===== src/rtl/core/dqe_pkg.sv =====
// shared types and constants for the dns query name encoder
`timescale 1ns / 1ps

package dqe_pkg;

    // largest buffer the block can address
    localparam int BUF_MAX  = 512;
    localparam int EFF_CAP  = (BUF_MAX < 512) ? BUF_MAX : 512;
    localparam int HDR_LEN  = 12;
    localparam int LABEL_MAX = 63;
    localparam int QDEPTH   = 4;
    localparam int QPTR_W   = $clog2(QDEPTH);

    localparam logic [7:0] DOT_CHAR = 8'h2E;
    localparam logic [7:0] END_CHAR = 8'h00;
    localparam logic [7:0] HDR_RD_BYTE = 8'h01;
    localparam logic [7:0] QDCOUNT_LO  = 8'h01;

    typedef enum logic [1:0] {
        ST_OK        = 2'd0,
        ST_LABEL_LONG = 2'd1,
        ST_LABEL_EMPTY = 2'd2,
        ST_OVERFLOW  = 2'd3
    } status_t;

    typedef enum logic [1:0] {
        REG_QUERY_ID     = 2'd0,
        REG_QUERY_TYPE   = 2'd1,
        REG_QUERY_CLASS  = 2'd2,
        REG_BUFFER_LIMIT = 2'd3
    } reg_idx_t;

    typedef enum logic {
        CMD_WRITE = 1'b0,
        CMD_TERM  = 1'b1
    } cmd_kind_t;

    // one queued command from the front to the back
    typedef struct packed {
        cmd_kind_t   kind;
        logic        lw_valid;   // term: label length write comes first
        logic [8:0]  lw_addr;
        logic [7:0]  lw_byte;
        status_t     err;        // term only
        logic [8:0]  tail;       // term only: address of the root label
    } cmd_t;

endpackage


===== src/rtl/core/dns_query_name_encoder.sv =====
// top level of the dns query name encoder
`timescale 1ns / 1ps

// Takes a dotted query name one byte per beat, ended by a zero byte, and
// produces buffer write beats that build a DNS query message: name bytes land
// after their label's length slot, a dot or the terminator writes the length,
// and the terminator adds the root label, type, class and the 12-byte header,
// with the message length on the beat marked is_last (or only an error beat
// with the status). Input bytes are taken one per cycle while the queue has
// room; ordinary bytes and dots give at most one beat each, one per cycle
// through the output register while out_ready holds. A terminator gives 1 to
// 18 beats at that rate while the front takes bytes until the 4-entry queue fills.
// Registers: 0x0 query id, 0x4 record type, 0x8 record class, 0xC buffer_limit.

module dns_query_name_encoder
(
    input  logic        clk,
    input  logic        rst_n,

    input  logic        psel,
    input  logic        penable,
    input  logic        pwrite,
    input  logic [3:0]  paddr,
    input  logic [31:0] pwdata,
    output logic [31:0] prdata,
    output logic        pready,

    input  logic        in_valid,
    output logic        in_ready,
    input  logic [7:0]  name_char,

    output logic        out_valid,
    input  logic        out_ready,
    output logic        write_valid,
    output logic [8:0]  write_addr,
    output logic [7:0]  write_byte,
    output logic        is_last,
    output logic [1:0]  status,
    output logic [9:0]  message_length
);

    logic [15:0] query_id_reg;
    logic [15:0] rr_type_reg;
    logic [15:0] rr_class_reg;
    logic [9:0]  buffer_limit_reg;

    dqe_pkg::reg_idx_t reg_idx;
    logic              cfg_wr;

    dqe_pkg::cmd_t     q_in;
    dqe_pkg::cmd_t     q_head;
    logic              q_push;
    logic              q_pop;
    logic              q_empty;
    logic              q_full;

    assign pready  = 1'b1;
    assign reg_idx = dqe_pkg::reg_idx_t'(paddr[3:2]);
    assign cfg_wr  = psel && penable && pwrite && pready;

    always_ff @(posedge clk or negedge rst_n)
    begin
        if (!rst_n)
        begin
            query_id_reg     <= 16'd0;
            rr_type_reg      <= 16'd1;
            rr_class_reg     <= 16'd1;
            buffer_limit_reg <= 10'd512;
        end
        else if (cfg_wr)
        begin
            case (reg_idx)
                dqe_pkg::REG_QUERY_ID:     query_id_reg     <= pwdata[15:0];
                dqe_pkg::REG_QUERY_TYPE:   rr_type_reg      <= pwdata[15:0];
                dqe_pkg::REG_QUERY_CLASS:  rr_class_reg     <= pwdata[15:0];
                dqe_pkg::REG_BUFFER_LIMIT: buffer_limit_reg <= pwdata[9:0];
                default:                   query_id_reg     <= query_id_reg;
            endcase
        end
    end

    always_comb
    begin
        case (reg_idx)
            dqe_pkg::REG_QUERY_ID:     prdata = {16'd0, query_id_reg};
            dqe_pkg::REG_QUERY_TYPE:   prdata = {16'd0, rr_type_reg};
            dqe_pkg::REG_QUERY_CLASS:  prdata = {16'd0, rr_class_reg};
            dqe_pkg::REG_BUFFER_LIMIT: prdata = {22'd0, buffer_limit_reg};
            default:                   prdata = 32'd0;
        endcase
    end

    dqe_front u_front
    (
        .clk          (clk),
        .rst_n        (rst_n),
        .in_valid     (in_valid),
        .in_ready     (in_ready),
        .name_char    (name_char),
        .buffer_limit (buffer_limit_reg),
        .q_full       (q_full),
        .push         (q_push),
        .cmd          (q_in)
    );

    dqe_fifo u_fifo
    (
        .clk   (clk),
        .rst_n (rst_n),
        .push  (q_push),
        .din   (q_in),
        .pop   (q_pop),
        .dout  (q_head),
        .empty (q_empty),
        .full  (q_full)
    );

    dqe_back u_back
    (
        .clk            (clk),
        .rst_n          (rst_n),
        .head           (q_head),
        .head_valid     (!q_empty),
        .pop            (q_pop),
        .query_id       (query_id_reg),
        .rr_type        (rr_type_reg),
        .rr_class       (rr_class_reg),
        .out_valid      (out_valid),
        .out_ready      (out_ready),
        .write_valid    (write_valid),
        .write_addr     (write_addr),
        .write_byte     (write_byte),
        .is_last        (is_last),
        .status         (status),
        .message_length (message_length)
    );

    // a command is only queued when the front had room for it
    assert property (@(posedge clk) disable iff (!rst_n)
        q_push |-> !q_full)
        else $error("command pushed into a full queue");

    // a good name ends on the last header byte with a length past the tail
    assert property (@(posedge clk) disable iff (!rst_n)
        (out_valid && is_last && status == dqe_pkg::ST_OK) |->
        (write_valid && write_addr == 9'd11 && message_length >= 10'd17))
        else $error("bad final beat of a good name");

    // error beats carry no write and no length; other beats carry no status
    assert property (@(posedge clk) disable iff (!rst_n)
        (out_valid && (!is_last || status != dqe_pkg::ST_OK)) |->
        (message_length == 10'd0 && (is_last || status == dqe_pkg::ST_OK)
         && (!is_last || !write_valid)))
        else $error("status or length on the wrong beat");

endmodule


===== src/rtl/core/dqe_front.sv =====
// front end: accepts name bytes, tracks label state and queues commands
`timescale 1ns / 1ps

module dqe_front
(
    input  logic               clk,
    input  logic               rst_n,
    input  logic               in_valid,
    output logic               in_ready,
    input  logic [7:0]         name_char,
    input  logic [9:0]         buffer_limit,
    input  logic               q_full,
    output logic               push,
    output dqe_pkg::cmd_t      cmd
);

    logic [9:0]  label_start_reg, label_start_next;
    logic [6:0]  label_count_reg, label_count_next;
    logic        label_overflowed_reg, label_overflowed_next;
    dqe_pkg::status_t first_error_reg, first_error_next;

    logic [9:0]  lim;
    logic        accept;
    logic        is_dot;
    logic        is_end;
    logic [10:0] byte_addr;
    logic        fe_none;
    dqe_pkg::status_t fe_end;
    dqe_pkg::status_t term_err;
    logic        lw;
    logic [9:0]  ls_end;

    assign in_ready = !q_full;
    assign accept   = in_valid && in_ready;
    assign is_dot   = (name_char == dqe_pkg::DOT_CHAR);
    assign is_end   = (name_char == dqe_pkg::END_CHAR);
    assign fe_none  = (first_error_reg == dqe_pkg::ST_OK);

    assign lim = (buffer_limit > 10'(dqe_pkg::EFF_CAP)) ? 10'(dqe_pkg::EFF_CAP)
                                                         : buffer_limit;

    // next free byte of the current label, also the end of the label when closed
    assign byte_addr = 11'(label_start_reg) + 11'd1 + 11'(label_count_reg);

    // closing a label
    always_comb
    begin
        fe_end = first_error_reg;
        lw     = 1'b0;
        ls_end = label_start_reg;
        if (fe_none)
        begin
            if (label_overflowed_reg)
                fe_end = dqe_pkg::ST_LABEL_LONG;
            else if (label_count_reg == 7'd0)
            begin
                if (is_dot)
                    fe_end = dqe_pkg::ST_LABEL_EMPTY;
            end
            else if (byte_addr > 11'(lim))
                fe_end = dqe_pkg::ST_OVERFLOW;
            else
            begin
                lw     = 1'b1;
                ls_end = byte_addr[9:0];
            end
        end
    end

    always_comb
    begin
        if (lim < 10'(dqe_pkg::HDR_LEN))
            term_err = dqe_pkg::ST_OVERFLOW;
        else if (fe_end == dqe_pkg::ST_OK && (11'(ls_end) + 11'd5) > 11'(lim))
            term_err = dqe_pkg::ST_OVERFLOW;
        else
            term_err = fe_end;
    end

    always_comb
    begin
        label_start_next      = label_start_reg;
        label_count_next      = label_count_reg;
        label_overflowed_next = label_overflowed_reg;
        first_error_next      = first_error_reg;
        push                  = 1'b0;
        cmd.kind              = dqe_pkg::CMD_WRITE;
        cmd.lw_valid          = 1'b0;
        cmd.lw_addr           = byte_addr[8:0];
        cmd.lw_byte           = name_char;
        cmd.err               = term_err;
        cmd.tail              = ls_end[8:0];
        if (accept)
        begin
            if (!is_dot && !is_end)
            begin
                push = fe_none && (label_count_reg < 7'(dqe_pkg::LABEL_MAX))
                       && (byte_addr < 11'(lim));
                if (label_count_reg < 7'd64)
                    label_count_next = label_count_reg + 7'd1;
                if (label_count_reg >= 7'(dqe_pkg::LABEL_MAX))
                    label_overflowed_next = 1'b1;
            end
            else
            begin
                cmd.lw_valid = lw;
                cmd.lw_addr  = label_start_reg[8:0];
                cmd.lw_byte  = {1'b0, label_count_reg};
                if (is_dot)
                begin
                    push                  = lw;
                    label_start_next      = ls_end;
                    first_error_next      = fe_end;
                    label_count_next      = 7'd0;
                    label_overflowed_next = 1'b0;
                end
                else
                begin
                    push                  = 1'b1;
                    cmd.kind              = dqe_pkg::CMD_TERM;
                    label_start_next      = 10'(dqe_pkg::HDR_LEN);
                    first_error_next      = dqe_pkg::ST_OK;
                    label_count_next      = 7'd0;
                    label_overflowed_next = 1'b0;
                end
            end
        end
    end

    always_ff @(posedge clk or negedge rst_n)
    begin
        if (!rst_n)
        begin
            label_start_reg      <= 10'(dqe_pkg::HDR_LEN);
            label_count_reg      <= 7'd0;
            label_overflowed_reg <= 1'b0;
            first_error_reg      <= dqe_pkg::ST_OK;
        end
        else
        begin
            label_start_reg      <= label_start_next;
            label_count_reg      <= label_count_next;
            label_overflowed_reg <= label_overflowed_next;
            first_error_reg      <= first_error_next;
        end
    end

endmodule


===== src/rtl/core/dqe_fifo.sv =====
// short command queue between front and back
`timescale 1ns / 1ps

module dqe_fifo
(
    input  logic              clk,
    input  logic              rst_n,
    input  logic              push,
    input  dqe_pkg::cmd_t     din,
    input  logic              pop,
    output dqe_pkg::cmd_t     dout,
    output logic              empty,
    output logic              full
);

    dqe_pkg::cmd_t                 mem_reg [dqe_pkg::QDEPTH];
    logic [dqe_pkg::QPTR_W-1:0]    wr_ptr_reg, wr_ptr_next;
    logic [dqe_pkg::QPTR_W-1:0]    rd_ptr_reg, rd_ptr_next;
    logic [dqe_pkg::QPTR_W:0]      count_reg, count_next;
    logic                          do_push;
    logic                          do_pop;

    assign empty   = (count_reg == '0);
    assign full    = (count_reg == (dqe_pkg::QPTR_W+1)'(dqe_pkg::QDEPTH));
    assign do_push = push && !full;
    assign do_pop  = pop && !empty;
    assign dout    = mem_reg[rd_ptr_reg];

    always_comb
    begin
        wr_ptr_next = do_push ? wr_ptr_reg + 1'b1 : wr_ptr_reg;
        rd_ptr_next = do_pop ? rd_ptr_reg + 1'b1 : rd_ptr_reg;
        count_next  = count_reg;
        if (do_push && !do_pop)
            count_next = count_reg + 1'b1;
        else if (do_pop && !do_push)
            count_next = count_reg - 1'b1;
    end

    always_ff @(posedge clk)
    begin
        if (do_push)
            mem_reg[wr_ptr_reg] <= din;
    end

    always_ff @(posedge clk or negedge rst_n)
    begin
        if (!rst_n)
        begin
            wr_ptr_reg <= '0;
            rd_ptr_reg <= '0;
            count_reg  <= '0;
        end
        else
        begin
            wr_ptr_reg <= wr_ptr_next;
            rd_ptr_reg <= rd_ptr_next;
            count_reg  <= count_next;
        end
    end

endmodule


===== src/rtl/core/dqe_back.sv =====
// back end: turns queued commands into buffer write beats
`timescale 1ns / 1ps

module dqe_back
(
    input  logic              clk,
    input  logic              rst_n,
    input  dqe_pkg::cmd_t     head,
    input  logic              head_valid,
    output logic              pop,
    input  logic [15:0]       query_id,
    input  logic [15:0]       rr_type,
    input  logic [15:0]       rr_class,
    output logic              out_valid,
    input  logic              out_ready,
    output logic              write_valid,
    output logic [8:0]        write_addr,
    output logic [7:0]        write_byte,
    output logic              is_last,
    output logic [1:0]        status,
    output logic [9:0]        message_length
);

    logic [4:0]  step_reg, step_next;
    logic        out_valid_reg, out_valid_next;
    logic        wv_reg, wv_next;
    logic [8:0]  wa_reg, wa_next;
    logic [7:0]  wb_reg, wb_next;
    logic        last_reg, last_next;
    logic [1:0]  st_reg, st_next;
    logic [9:0]  len_reg, len_next;

    logic        advance;
    logic [4:0]  step;
    logic        cmd_done;
    logic [3:0]  hdr_idx;

    assign advance = head_valid && (!out_valid_reg || out_ready);
    assign pop     = advance && cmd_done;

    // a term command with no label length write starts at the root label
    assign step = (step_reg == 5'd0 && !head.lw_valid) ? 5'd1 : step_reg;
    assign hdr_idx = 4'(step - 5'd6);

    always_comb
    begin
        wv_next   = 1'b1;
        wa_next   = head.lw_addr;
        wb_next   = head.lw_byte;
        last_next = 1'b0;
        st_next   = dqe_pkg::ST_OK;
        len_next  = 10'd0;
        cmd_done  = 1'b0;
        if (head.kind == dqe_pkg::CMD_WRITE)
            cmd_done = 1'b1;
        else
        begin
            case (step)
                5'd0:
                begin
                    wa_next = head.lw_addr;
                    wb_next = head.lw_byte;
                end
                5'd1:
                begin
                    if (head.err != dqe_pkg::ST_OK)
                    begin
                        wv_next   = 1'b0;
                        wa_next   = 9'd0;
                        wb_next   = 8'd0;
                        last_next = 1'b1;
                        st_next   = head.err;
                        cmd_done  = 1'b1;
                    end
                    else
                    begin
                        wa_next = head.tail;
                        wb_next = 8'd0;
                    end
                end
                5'd2:
                begin
                    wa_next = head.tail + 9'd1;
                    wb_next = rr_type[15:8];
                end
                5'd3:
                begin
                    wa_next = head.tail + 9'd2;
                    wb_next = rr_type[7:0];
                end
                5'd4:
                begin
                    wa_next = head.tail + 9'd3;
                    wb_next = rr_class[15:8];
                end
                5'd5:
                begin
                    wa_next = head.tail + 9'd4;
                    wb_next = rr_class[7:0];
                end
                default:
                begin
                    // header bytes, index 0 to 11
                    wa_next = 9'(hdr_idx);
                    case (hdr_idx)
                        4'd0:    wb_next = query_id[15:8];
                        4'd1:    wb_next = query_id[7:0];
                        4'd2:    wb_next = dqe_pkg::HDR_RD_BYTE;
                        4'd5:    wb_next = dqe_pkg::QDCOUNT_LO;
                        default: wb_next = 8'd0;
                    endcase
                    if (hdr_idx == 4'(dqe_pkg::HDR_LEN - 1))
                    begin
                        last_next = 1'b1;
                        len_next  = 10'(head.tail) + 10'd5;
                        cmd_done  = 1'b1;
                    end
                end
            endcase
        end
    end

    always_comb
    begin
        step_next      = step_reg;
        out_valid_next = out_valid_reg;
        if (out_valid_reg && out_ready)
            out_valid_next = 1'b0;
        if (advance)
        begin
            out_valid_next = 1'b1;
            step_next      = cmd_done ? 5'd0 : step + 5'd1;
        end
    end

    always_ff @(posedge clk or negedge rst_n)
    begin
        if (!rst_n)
        begin
            step_reg      <= 5'd0;
            out_valid_reg <= 1'b0;
        end
        else
        begin
            step_reg      <= step_next;
            out_valid_reg <= out_valid_next;
        end
    end

    always_ff @(posedge clk)
    begin
        if (advance)
        begin
            wv_reg   <= wv_next;
            wa_reg   <= wa_next;
            wb_reg   <= wb_next;
            last_reg <= last_next;
            st_reg   <= st_next;
            len_reg  <= len_next;
        end
    end

    assign out_valid      = out_valid_reg;
    assign write_valid    = wv_reg;
    assign write_addr     = wa_reg;
    assign write_byte     = wb_reg;
    assign is_last        = last_reg;
    assign status         = st_reg;
    assign message_length = len_reg;

endmodule


===== config.mk =====
export PLATFORM = sky130hd
export DESIGN_NAME = dns_query_name_encoder
export DESIGN_NICKNAME = d
export VERILOG_FILES = /design/src/rtl/core/dqe_pkg.sv /design/src/rtl/core/dns_query_name_encoder.sv /design/src/rtl/core/dqe_front.sv /design/src/rtl/core/dqe_fifo.sv /design/src/rtl/core/dqe_back.sv
export SDC_FILE = /design/constraint.sdc
export NUM_CORES = 1
export LEC_CHECK = 0
export ABC_AREA = 1
export BUFFER_PORTS_ARGS = -buffer_cell sky130_fd_sc_hd__buf_2
export CORE_ASPECT_RATIO = 2
export CORE_MARGIN = 5
export CORE_UTILIZATION = 24
export DETAILED_ROUTE_END_ITERATION = 8
export GPL_TIMING_DRIVEN = 0
export PLACE_DENSITY_LB_ADDON = 0.2
export SKIP_CTS_REPAIR_TIMING = 1
export SYNTH_ARGS = -nofsm -noshare
export SYNTH_HDL_FRONTEND = slang
export SYNTH_SLANG_ARGS = --single-unit

===== constraint.sdc =====
create_clock -name clk -period 8.9 [get_ports clk]
set_input_delay 1.335 -clock clk [delete_from_list [all_inputs] [get_ports clk]]
set_output_delay 1.335 -clock clk [all_outputs]
set_load 0.1 [all_outputs]

==> impl_metrics.tcl <==
set metrics [dict create \
    path_clk_slew_ns 0.07 \
    die_h_um 335 \
    endpoint_kind "flop" \
    tightestPinTransition_ns 1.40 \
    met2_length_mm 24.1 \
    grt-ovfl-total 0 \
    outcome "finished clean" \
    min_path_type "reg -> reg" \
    slew_viol_final 0 \
    syn-mean-instance-area_sq_um 9.24 \
    hpwl_mm 33.6 \
    globalRouteTotalUtil_pct 14.7 \
    hold_viol_final 0 \
    syn2layout_area_growth_pct 17.6 \
    max_freq_mhz 149 \
    ys_ff_latch 242 \
    min_path_cells 2 \
    worstPathRequired_ns 9.21 \
    multiInputGateArea_sq_um 4990 \
    die_w_um 172 \
    mostFrequentLayoutCell "nand2_1" \
    largest_reg_flops 120 \
    min_period_ns 6.72 \
    dr.pass1.iters 5 \
    drt-total-wl_mm 43.2 \
    seq_area_sq_um 6820 \
    grt_first_pass_wirelength_mm 64.0 \
    vdd_drop_max_mv 0.325 \
    cpMaxStageDelayCell "o21ai_0" \
    finalCritPeriodShare_pct 75.5 \
    grt_pass1_vias 10241 \
    dpl_cell_area_sq_um 14100 \
    drt-met1-wl_mm 15.6 \
    drtAntennaViolNets 0 \
    antenna_found_initial 0 \
    die_area_sq_um 57700 \
    cts-root-buf "clkbuf_16" \
    path_class "reg -> reg" \
    io_pins 117 \
    drtIter0Drc 615 \
    synth_ff_type "edfxtp_1" \
    rsz0062_at_grt "false" \
    drt-vias-per-instance 4.69 \
    numCtsBuffers 24 \
    r2r_slack_ns 2.18 \
    post-route-cell-area_sq_um 14900 \
    grt_max_degree 55 \
    r2r-end "u_fifo.mem_reg[2][10]" \
    ctsHtreeMaxLevel 1 \
    setup_viol 0 \
    cts_buffer_depth 3 \
    startpoint_type "flop" \
    synth_enable_flop_cells 151 \
    synth_cell_types 58 \
    cts_tree "done" \
    clk-insertion-delay-late_ns 0.53 \
    port_buffers 81 \
    final_cell_mix "nand2_1 (304), o21ai_0 (151), edfxtp_1 (151)" \
    fillers 5608 \
    reg2reg_from "u_front.label_count_reg[2]" \
    async_flop_share_pct 37.6 \
    clock-sinks 242 \
    r2r_cells 34 \
    antenna_cells 0 \
    fin_nets 1597 \
    fin_tns_setup_ns 0 \
    vias 10237 \
    min_to "rr_class_reg[13]" \
    final_util_pct 28.4 \
    p_per_area_nw_per_um2 360 \
    cpPeakStageDelay_ns 0.69 \
    ys_warn_count 0 \
    p_leak_nw 6.17 \
    worstPathMaxFanout 10 \
    yosysSeqAreaShare_pct 53.9 \
    highest_layer "met4" \
    core-area_sq_um 52400 \
    min_from "rr_class_reg[13]" \
    drive_gt1_share_pct 13.5 \
    route.detailed.drc 0 \
    initial_core_util_pct 24.1 \
    syn_inst 1370 \
    num_rows 119 \
    wl_met3_mm 1.44 \
    relSlewSlack_pct 5.79 \
    skew_ns 0.0122 \
    power_w 0.00535 \
    routedWlPerCell_um 19.8 \
    critPathArrivalTime_ns 7.03 \
    syn_area_sq_um 12700 \
    gp_congestion 0.862 \
    max-cap-violations 0 \
    path_common_cell "nand2_1" \
]
-- area by class of cell --
class	instances	share of cell area, %
plain buffers	66	2.27
flip-flops and latches	242	45.8
well taps	665	5.59
multi-input cells	920	33.6
clock inverters	16	0.698
inverters	157	3.96
clock buffers	28	4.28
repair buffers	87	3.80
-- worst max path at each step --
stage                               start                    end  slack, ns  cells past startpoint
3_5_place_dp   u_front.label_count_reg[0]  u_fifo.mem_reg[0][10]       2.18                     32
6_report       u_front.label_count_reg[2]  u_fifo.mem_reg[2][10]       2.18                     34
4_1_cts        u_front.label_count_reg[0]  u_fifo.mem_reg[2][10]       2.15                     32
3_3_place_gp   u_front.label_count_reg[0]  u_fifo.mem_reg[0][10]       2.23                     32
5_1_grt        u_front.label_count_reg[0]  u_fifo.mem_reg[2][10]       1.95                     35
2_1_floorplan                    paddr[3]              prdata[1]       3.57                      4
-- per-stage QoR --
| step | std cells | setup slack [ns] | hold slack (ns) |
|---|---|---|---|
| floorplan | 1385 | 3.57 | 0.453 |
| global placement | 2131 | 2.23 | 0.465 |
| detailed placement | 2137 | 2.18 | 0.473 |
| CTS | 2181 | 2.15 | 0.490 |
| global route | 2181 | 1.95 | 0.510 |
| finish | 2181 | 2.18 | 0.483 |
-- cells in the mapped netlist, types with 5 or more instances --
library cell | instances | area [sq um]
o2111ai_1 | 7 | 61.3
a31oi_1 | 9 | 56.3
nor2_1 | 107 | 402
a221oi_1 | 11 | 96.3
o21ai_0 | 151 | 756
xnor2_1 | 6 | 52.6
nand2_4 | 8 | 90.1
clkbuf_1 | 41 | 154
a21o_1 | 9 | 67.6
nor2_2 | 5 | 31.3
edfxtp_1 | 151 | 4530
nand4_1 | 9 | 56.3
o221ai_1 | 10 | 87.6
a21oi_1 | 43 | 215
o22ai_1 | 39 | 244
nor3_1 | 14 | 70.1
dfrtp_1 | 86 | 2150
buf_4 | 17 | 128
nand2_1 | 304 | 1140
dfstp_2 | 5 | 131
xor2_1 | 12 | 105
inv_2 | 5 | 18.8
inv_1 | 148 | 556
nand3_1 | 42 | 210
ha_1 | 45 | 563
buf_2 | 5 | 25.0
nand2_2 | 19 | 119
-- logic make-up (layout without fill, tap and decap cells) --
kind of cell             count (synthesis)  count (layout)  synth area share (%)
XOR/XNOR                                18              18                  1.25
flip-flops                             242             242                  53.9
adder cells (fa/ha/maj)                 48              48                  4.92
buffers and inverters                  223             354                  7.32
multiplexers                             1               1                0.0890
AO/OA/AOI/OAI                          307             307                  14.3
other                                    2              17                0.0594
AND/OR/NAND/NOR                        529             529                  18.1
-- worst max-delay path: cells and delay by family, from the launching register on --
| kind | cells | cell delay [ns] |
|---|---|---|
| simple gates | 20 | 2.58 |
| compound gates | 6 | 1.67 |
| fa+ha+maj | 4 | 1.24 |
| flops | 1 | 0.40 |
| buf+inv | 3 | 0.33 |
| xor+xnor | 1 | 0.28 |
-- layer usage --
layer / up-vias / track usage [%]
met5: - / 0
met4: 0 / 6.46
met3: 76 / 1.31
met2: 241 / 28.5
met1: 5000 / 15.7
li1: 4920 / -
-- power by group --
part           switching [W]  internal, W  leakage (nW)
clock network       0.000451     0.000542         0.359
logic                0.00210     0.000673          3.30
registers           0.000121      0.00147          2.51
total                0.00267      0.00268          6.17
Note: power is estimated with default switching activity, not from simulation.
